`src/rtl/gne_pkg.sv`:
```
package gne_pkg;

    localparam int MAX_SIDE_DEF  = 32;
    localparam int MAX_WIRES_DEF = 63;
    localparam int MAX_GATES_DEF = 64;

    localparam int CFG_W   = 6;
    localparam int LABEL_W = 6;
    localparam int POWER_W = 64;
    localparam int COUNT_W = 7;
    localparam int ADDR_W  = 3;
    localparam int DATA_W  = 32;

    localparam logic [CFG_W-1:0] GRID_RESET = 6'd32;
    localparam int               MIN_SIDE   = 5;

    // register select bit of the byte address
    localparam logic REG_GRID_WIDTH  = 1'b0;
    localparam logic REG_GRID_HEIGHT = 1'b1;

    // 3x3 windows, first row in the top bits
    localparam logic [8:0] PAT_LR = 9'b110101110;
    localparam logic [8:0] PAT_RL = 9'b011101011;
    localparam logic [8:0] PAT_TB = 9'b111101010;
    localparam logic [8:0] PAT_BT = 9'b010101111;

    typedef enum logic [1:0] {
        ACT_LOAD  = 2'd0,
        ACT_POWER = 2'd1,
        ACT_TICK  = 2'd2,
        ACT_NONE  = 2'd3
    } action_t;

    typedef enum logic [1:0] {
        DIR_LR,
        DIR_RL,
        DIR_TB,
        DIR_BT
    } dir_t;

    typedef enum logic [4:0] {
        C_NOP,
        C_LOAD,
        C_POWER,
        C_X_INIT,
        C_CLR,
        C_RD_XY,
        C_SCAN_HIT,
        C_SCAN_NEXT,
        C_POP,
        C_TAKE,
        C_NB_RD,
        C_NB_HIT,
        C_NB_NEXT,
        C_G_INIT,
        C_WIN,
        C_G_MATCH,
        C_G_L2,
        C_G_WR,
        C_T_INIT,
        C_T_RD,
        C_T_CHK,
        C_T_FIN,
        C_EMIT
    } cmd_t;

    typedef enum logic [3:0] {
        S_IDLE,
        S_X_INIT,
        S_CLR,
        S_SCAN_RD,
        S_SCAN_CHK,
        S_POP,
        S_TAKE,
        S_NB_RD,
        S_NB_CHK,
        S_G_INIT,
        S_WIN,
        S_G_MATCH,
        S_G_L2,
        S_G_WR,
        S_T_LOOP,
        S_T_CHK
    } state_t;

    typedef struct packed {
        logic clr_last;
        logic scan_hit;
        logic scan_last;
        logic sp_empty;
        logic k_last;
        logic win_done;
        logic g_go;
        logic g_last;
        logic t_done;
        logic out_free;
    } dp_status_t;

endpackage

```
`src/rtl/gne_ctrl.sv`:
```
module gne_ctrl (
    input  logic                 clk,
    input  logic                 rst_n,
    input  logic                 item_valid,
    input  logic [1:0]           action,
    input  logic                 last_cell,
    input  gne_pkg::dp_status_t  status,
    output logic                 item_stall,
    output gne_pkg::cmd_t        cmd
);

    gne_pkg::state_t state_reg, state_next;
    logic            emit_reg, emit_next;

    always_ff @(posedge clk or negedge rst_n)
    begin
        if (!rst_n)
        begin
            state_reg <= gne_pkg::S_IDLE;
            emit_reg  <= 1'b0;
        end
        else
        begin
            state_reg <= state_next;
            emit_reg  <= emit_next;
        end
    end

    // emit_reg marks a result waiting for a free output slot
    always_comb
    begin
        state_next = state_reg;
        emit_next  = emit_reg;
        cmd        = gne_pkg::C_NOP;
        item_stall = 1'b1;
        unique case (state_reg)
            gne_pkg::S_IDLE:
            begin
                if (emit_reg)
                begin
                    if (status.out_free)
                    begin
                        cmd       = gne_pkg::C_EMIT;
                        emit_next = 1'b0;
                    end
                end
                else
                begin
                    item_stall = 1'b0;
                    if (item_valid)
                    begin
                        unique case (gne_pkg::action_t'(action))
                            gne_pkg::ACT_LOAD:
                            begin
                                cmd = gne_pkg::C_LOAD;
                                if (last_cell)
                                    state_next = gne_pkg::S_X_INIT;
                            end
                            gne_pkg::ACT_POWER:
                            begin
                                cmd       = gne_pkg::C_POWER;
                                emit_next = 1'b1;
                            end
                            gne_pkg::ACT_TICK:
                            begin
                                cmd        = gne_pkg::C_T_INIT;
                                state_next = gne_pkg::S_T_LOOP;
                            end
                            default: ;
                        endcase
                    end
                end
            end
            gne_pkg::S_X_INIT:
            begin
                cmd        = gne_pkg::C_X_INIT;
                state_next = gne_pkg::S_CLR;
            end
            gne_pkg::S_CLR:
            begin
                cmd = gne_pkg::C_CLR;
                if (status.clr_last)
                    state_next = gne_pkg::S_SCAN_RD;
            end
            gne_pkg::S_SCAN_RD:
            begin
                cmd        = gne_pkg::C_RD_XY;
                state_next = gne_pkg::S_SCAN_CHK;
            end
            gne_pkg::S_SCAN_CHK:
            begin
                if (status.scan_hit)
                begin
                    cmd        = gne_pkg::C_SCAN_HIT;
                    state_next = gne_pkg::S_POP;
                end
                else
                begin
                    cmd        = gne_pkg::C_SCAN_NEXT;
                    state_next = status.scan_last ? gne_pkg::S_G_INIT : gne_pkg::S_SCAN_RD;
                end
            end
            gne_pkg::S_POP:
            begin
                if (status.sp_empty)
                begin
                    cmd        = gne_pkg::C_SCAN_NEXT;
                    state_next = status.scan_last ? gne_pkg::S_G_INIT : gne_pkg::S_SCAN_RD;
                end
                else
                begin
                    cmd        = gne_pkg::C_POP;
                    state_next = gne_pkg::S_TAKE;
                end
            end
            gne_pkg::S_TAKE:
            begin
                cmd        = gne_pkg::C_TAKE;
                state_next = gne_pkg::S_NB_RD;
            end
            gne_pkg::S_NB_RD:
            begin
                cmd        = gne_pkg::C_NB_RD;
                state_next = gne_pkg::S_NB_CHK;
            end
            gne_pkg::S_NB_CHK:
            begin
                cmd        = status.scan_hit ? gne_pkg::C_NB_HIT : gne_pkg::C_NB_NEXT;
                state_next = status.k_last ? gne_pkg::S_POP : gne_pkg::S_NB_RD;
            end
            gne_pkg::S_G_INIT:
            begin
                cmd        = gne_pkg::C_G_INIT;
                state_next = gne_pkg::S_WIN;
            end
            gne_pkg::S_WIN:
            begin
                cmd = gne_pkg::C_WIN;
                if (status.win_done)
                    state_next = gne_pkg::S_G_MATCH;
            end
            gne_pkg::S_G_MATCH:
            begin
                cmd = gne_pkg::C_G_MATCH;
                if (status.g_go)
                    state_next = gne_pkg::S_G_L2;
                else if (status.g_last)
                begin
                    state_next = gne_pkg::S_IDLE;
                    emit_next  = 1'b1;
                end
                else
                    state_next = gne_pkg::S_WIN;
            end
            gne_pkg::S_G_L2:
            begin
                cmd        = gne_pkg::C_G_L2;
                state_next = gne_pkg::S_G_WR;
            end
            gne_pkg::S_G_WR:
            begin
                cmd = gne_pkg::C_G_WR;
                if (status.g_last)
                begin
                    state_next = gne_pkg::S_IDLE;
                    emit_next  = 1'b1;
                end
                else
                    state_next = gne_pkg::S_WIN;
            end
            gne_pkg::S_T_LOOP:
            begin
                if (status.t_done)
                begin
                    cmd        = gne_pkg::C_T_FIN;
                    state_next = gne_pkg::S_IDLE;
                    emit_next  = 1'b1;
                end
                else
                begin
                    cmd        = gne_pkg::C_T_RD;
                    state_next = gne_pkg::S_T_CHK;
                end
            end
            gne_pkg::S_T_CHK:
            begin
                cmd        = gne_pkg::C_T_CHK;
                state_next = gne_pkg::S_T_LOOP;
            end
            default:
                state_next = gne_pkg::S_IDLE;
        endcase
    end

    a_emit_idle: assert property (@(posedge clk) disable iff (!rst_n)
        cmd == gne_pkg::C_EMIT |-> state_reg == gne_pkg::S_IDLE && emit_reg)
        else $error("result emitted outside idle");

    a_no_take_pending: assert property (@(posedge clk) disable iff (!rst_n)
        emit_reg |-> item_stall)
        else $error("item taken while result pending");

    a_clear_to_scan: assert property (@(posedge clk) disable iff (!rst_n)
        state_reg == gne_pkg::S_X_INIT |=> state_reg == gne_pkg::S_CLR)
        else $error("extraction skipped label clear");

endmodule

```
`config.mk`:
```
export PLATFORM = sky130hd
export DESIGN_NAME = gne_ctrl
export DESIGN_NICKNAME = d
export VERILOG_FILES = /design/src/rtl/gne_pkg.sv /design/src/rtl/gne_ctrl.sv
export SDC_FILE = /design/constraint.sdc
export NUM_CORES = 1
export LEC_CHECK = 0
export BUFFER_PORTS_ARGS = -buffer_cell sky130_fd_sc_hd__clkbuf_2
export CORE_AREA = 5 5 45 47
export CTS_BUF_LIST = sky130_fd_sc_hd__clkbuf_8
export CTS_CLUSTER_DIAMETER = 50
export CTS_CLUSTER_SIZE = 16
export DETAILED_ROUTE_END_ITERATION = 8
export DIE_AREA = 0 0 50 52
export GPL_TIMING_DRIVEN = 0
export PLACE_DENSITY_LB_ADDON = 0.15
export SETUP_SLACK_MARGIN = 0.2
export SLEW_MARGIN = 20
export SYNTH_ARGS = -nofsm -noshare
export SYNTH_HDL_FRONTEND = slang
export SYNTH_SLANG_ARGS = --single-unit
export TNS_END_PERCENT = 30
```
`constraint.sdc`:
```
create_clock -name clk -period 3.88 [get_ports clk]
set_clock_uncertainty 0.05 [all_clocks]
set_input_delay 0.388 -clock clk [delete_from_list [all_inputs] [get_ports clk]]
set_output_delay 0.388 -clock clk [all_outputs]
set_load 0.05 [all_outputs]
```
==> metrics.txt <==
RSZ-0062 raised after global routing=no; Crit path largest cell delay=between 0.3 and 0.4 ns; filler instances=155; Placer Congestion=around 0.90; CP max stage cell=dfrtp_1; initial DRC count=35; Area growth syn-to-layout=20.6%; met2 WL=roughly 1.2 mm; outcome=completed; Clock Latency Late Sink=around 0.22 ns; CTS buffer count=3; max-cap violations=0; root buffer cell=clkbuf_8; first-pass GRT wire length=around 4.0 mm; Synthesis Warnings=0; Antenna Nets Post-Route=0; Worst setup EP type=output port; FF-to-FF path depth=5; Worst EP required=3.44 ns; Initial Utilization=0.547; Max Slew Vio Count=0; layout cells sized above 1=0.267; Final setup viols=0; Setup crit start kind=flop; largest cells by area after synthesis=dfrtp_1, ha_1, o21ai_0; max FFs per register=4; Final period util=0.616; Final Instance Area=between 1000 and 1500 um2; total power draw=about 1.1 mW; vias in the first global route=946; I/O pins=22; grt ovf=0; register area=125 um2; sequential-to-total area share from yosys stat=0.142; Crit path depth=8; Worst Max-Slew Pin Slew=~0.40 ns; placed wire-length estimate=between 1.5 and 2 mm; maximum VDD drop=0.625 mV; CTS tree=done; Die Wd=approximately 50 um; Post-DP Area=~1000 um2; Syn Area/Cell=7.35 um2; Max-Slew Margin vs Limit=0.727; First-pass DRT Iterations=4; Final #Nets=167; drt total wl=between 2 and 2.5 mm; Min-Delay Path Class=primary input to flop; multi-input combinational cell area=approximately 660 um2; top-area cell type share of the netlist area=0.142; Via density=between 6 and 7; most frequent CP cell=a21oi_1; post-synth top area cell=dfrtp_1; Cell Pwr Density=a little under 1000 nW/um2; wire length on met1=around 1.1 mm; number of flops mapped to enable cells by yosys=0; largest net degree at the start of global routing=11; Chip Height=between 50 and 60 um; clk sinks=5; initial antenna violation count=0; setup TNS=0 ns; Hold Path Depth=3; Synth top cells by count=o21ai_0, a21oi_1, nand2_1, nor2_1; core footprint=1610 um2; diodes inserted=0; Worst-path clk slew=0.03 ns; critical path data arrival time=~2 ns; Buf/Inv on CP=4; Max FO, Critical Path=10; Async S/R FF share, synth=1.00; most frequent cell after synthesis=o21ai_0; wire length per cell=between 10 and 15 um; highest clock rate=around 420 MHz; Seq cells post-synth=5; total global-route track usage=0.197; FP Rows=15; I/O Buffers=21; worst path cell trace=buf_6 > buf_2 > buf_2 > o21ai_0 > a21oi_1 > a21oi_1 > a21oi_1 > clkbuf_2; DR DRC count=0; final hold vios=0; final worst path period need=2.39 ns; die area=roughly 2600 um2; leakage=approximately 0.47 nW; CTS H-tree depth=1; count of cell types in the netlist=just over 50; ys flop type=dfrtp_1; worst reg-to-reg setup slack=2.16 ns; crit path kind=flop to output port; syn nets=between 100 and 150; Max Used Layer=met4; clock buffer depth=2; DR WL met3=roughly 150 um; CP delay by family, top=buffers and inverters; via count=roughly 1,000; Gate Count Post-Synth=120; Mapped Area=between 800 and 900 um2
[through the flow]
step	utilization	setup WS [ns]	hold WS [ns]	cells
finish	0.659	1.49	0.432	163
global route	0.659	1.40	0.439	163
detailed placement	0.625	1.74	0.156	158
floorplan	-	1.24	0.0424	120
global placement	0.625	1.76	0.153	158
CTS	0.659	1.51	0.430	163
[cell families (layout without fill, tap and decap cells)]
kind of cell	after synthesis	count (layout)	synth area share
muxes	2	2	0.0241
xor gates and xnor gates	1	1	0.00993
DFF	5	5	0.142
AOI/OAI and AO/OA	45	45	0.370
adders and majority gates	4	4	0.0567
and+or+nand+nor	45	45	0.289
buffers and inverters	18	44	0.108
[cells in the final DEF, fill, tap and decap left out, types with 2 or more instances in the layout]
master	n
a211oi_1	2
a21oi_1	8
a221oi_1	2
buf_2	7
buf_6	2
clkbuf_2	21
clkbuf_8	3
dfrtp_1	5
ha_1	4
inv_1	8
nand2_1	8
nand2b_1	6
nand3b_1	2
nand4b_1	2
nor2_1	8
nor2b_1	5
nor3_1	3
o2111ai_1	2
o21ai_0	10
o311a_1	2
o31ai_1	2
or3_1	2
[worst reg2reg max path, delay by kind of cell (launching register included)]
| family | cells | cell delay [ns] |
|---|---|---|
| compound gates | 3 | 0.48 |
| buf+inv | 1 | 0.14 |
| flops | 1 | 0.37 |
| simple gates | 1 | 0.53 |
[power by group]
| part | total, mW | switching, mW | leakage [nW] | internal (mW) |
|---|---|---|---|---|
| combinational | 0.850 | 0.552 | 0.387 | 0.298 |
| sequential | 0.111 | 0.0293 | 0.0604 | 0.0814 |
| clock | 0.0911 | 0.0235 | 0.0269 | 0.0676 |
[layout make-up]
| type | instances | share of cell area |
|---|---|---|
| clock buffer | 3 | 0.0388 |
| clock inverter | 1 | 0.00353 |
| inverter | 8 | 0.0282 |
| sequential | 5 | 0.118 |
| tap | 17 | 0.0200 |
| timing repair buffer | 22 | 0.108 |
| buffer | 10 | 0.0612 |
| multi-input combinational | 97 | 0.622 |
[metal layers]
| metal | global-route usage | up-vias |
|---|---|---|
| li1 | - | 501 |
| met1 | 0.238 | 449 |
| met2 | 0.335 | 42 |
| met3 | 0.0201 | 4 |
| met4 | 0.109 | 0 |
| met5 | 0 | - |
[final timing paths]
check                                  start      endpoint
worst max-delay path            state_reg[1]        cmd[2]
worst min-delay path               status[4]  state_reg[3]
worst max register to register  state_reg[1]  state_reg[3]
worst min register to register      emit_reg      emit_reg
max in group asynchronous              rst_n  state_reg[0]
min in group asynchronous              rst_n      emit_reg
[timing repair]
action,in CTS,in global routing
resized for setup,0,0
hold buffers,1,0
hold endpoints to repair,5,0
buffers inserted,0,0
Note: power is estimated with default switching activity, not from simulation.
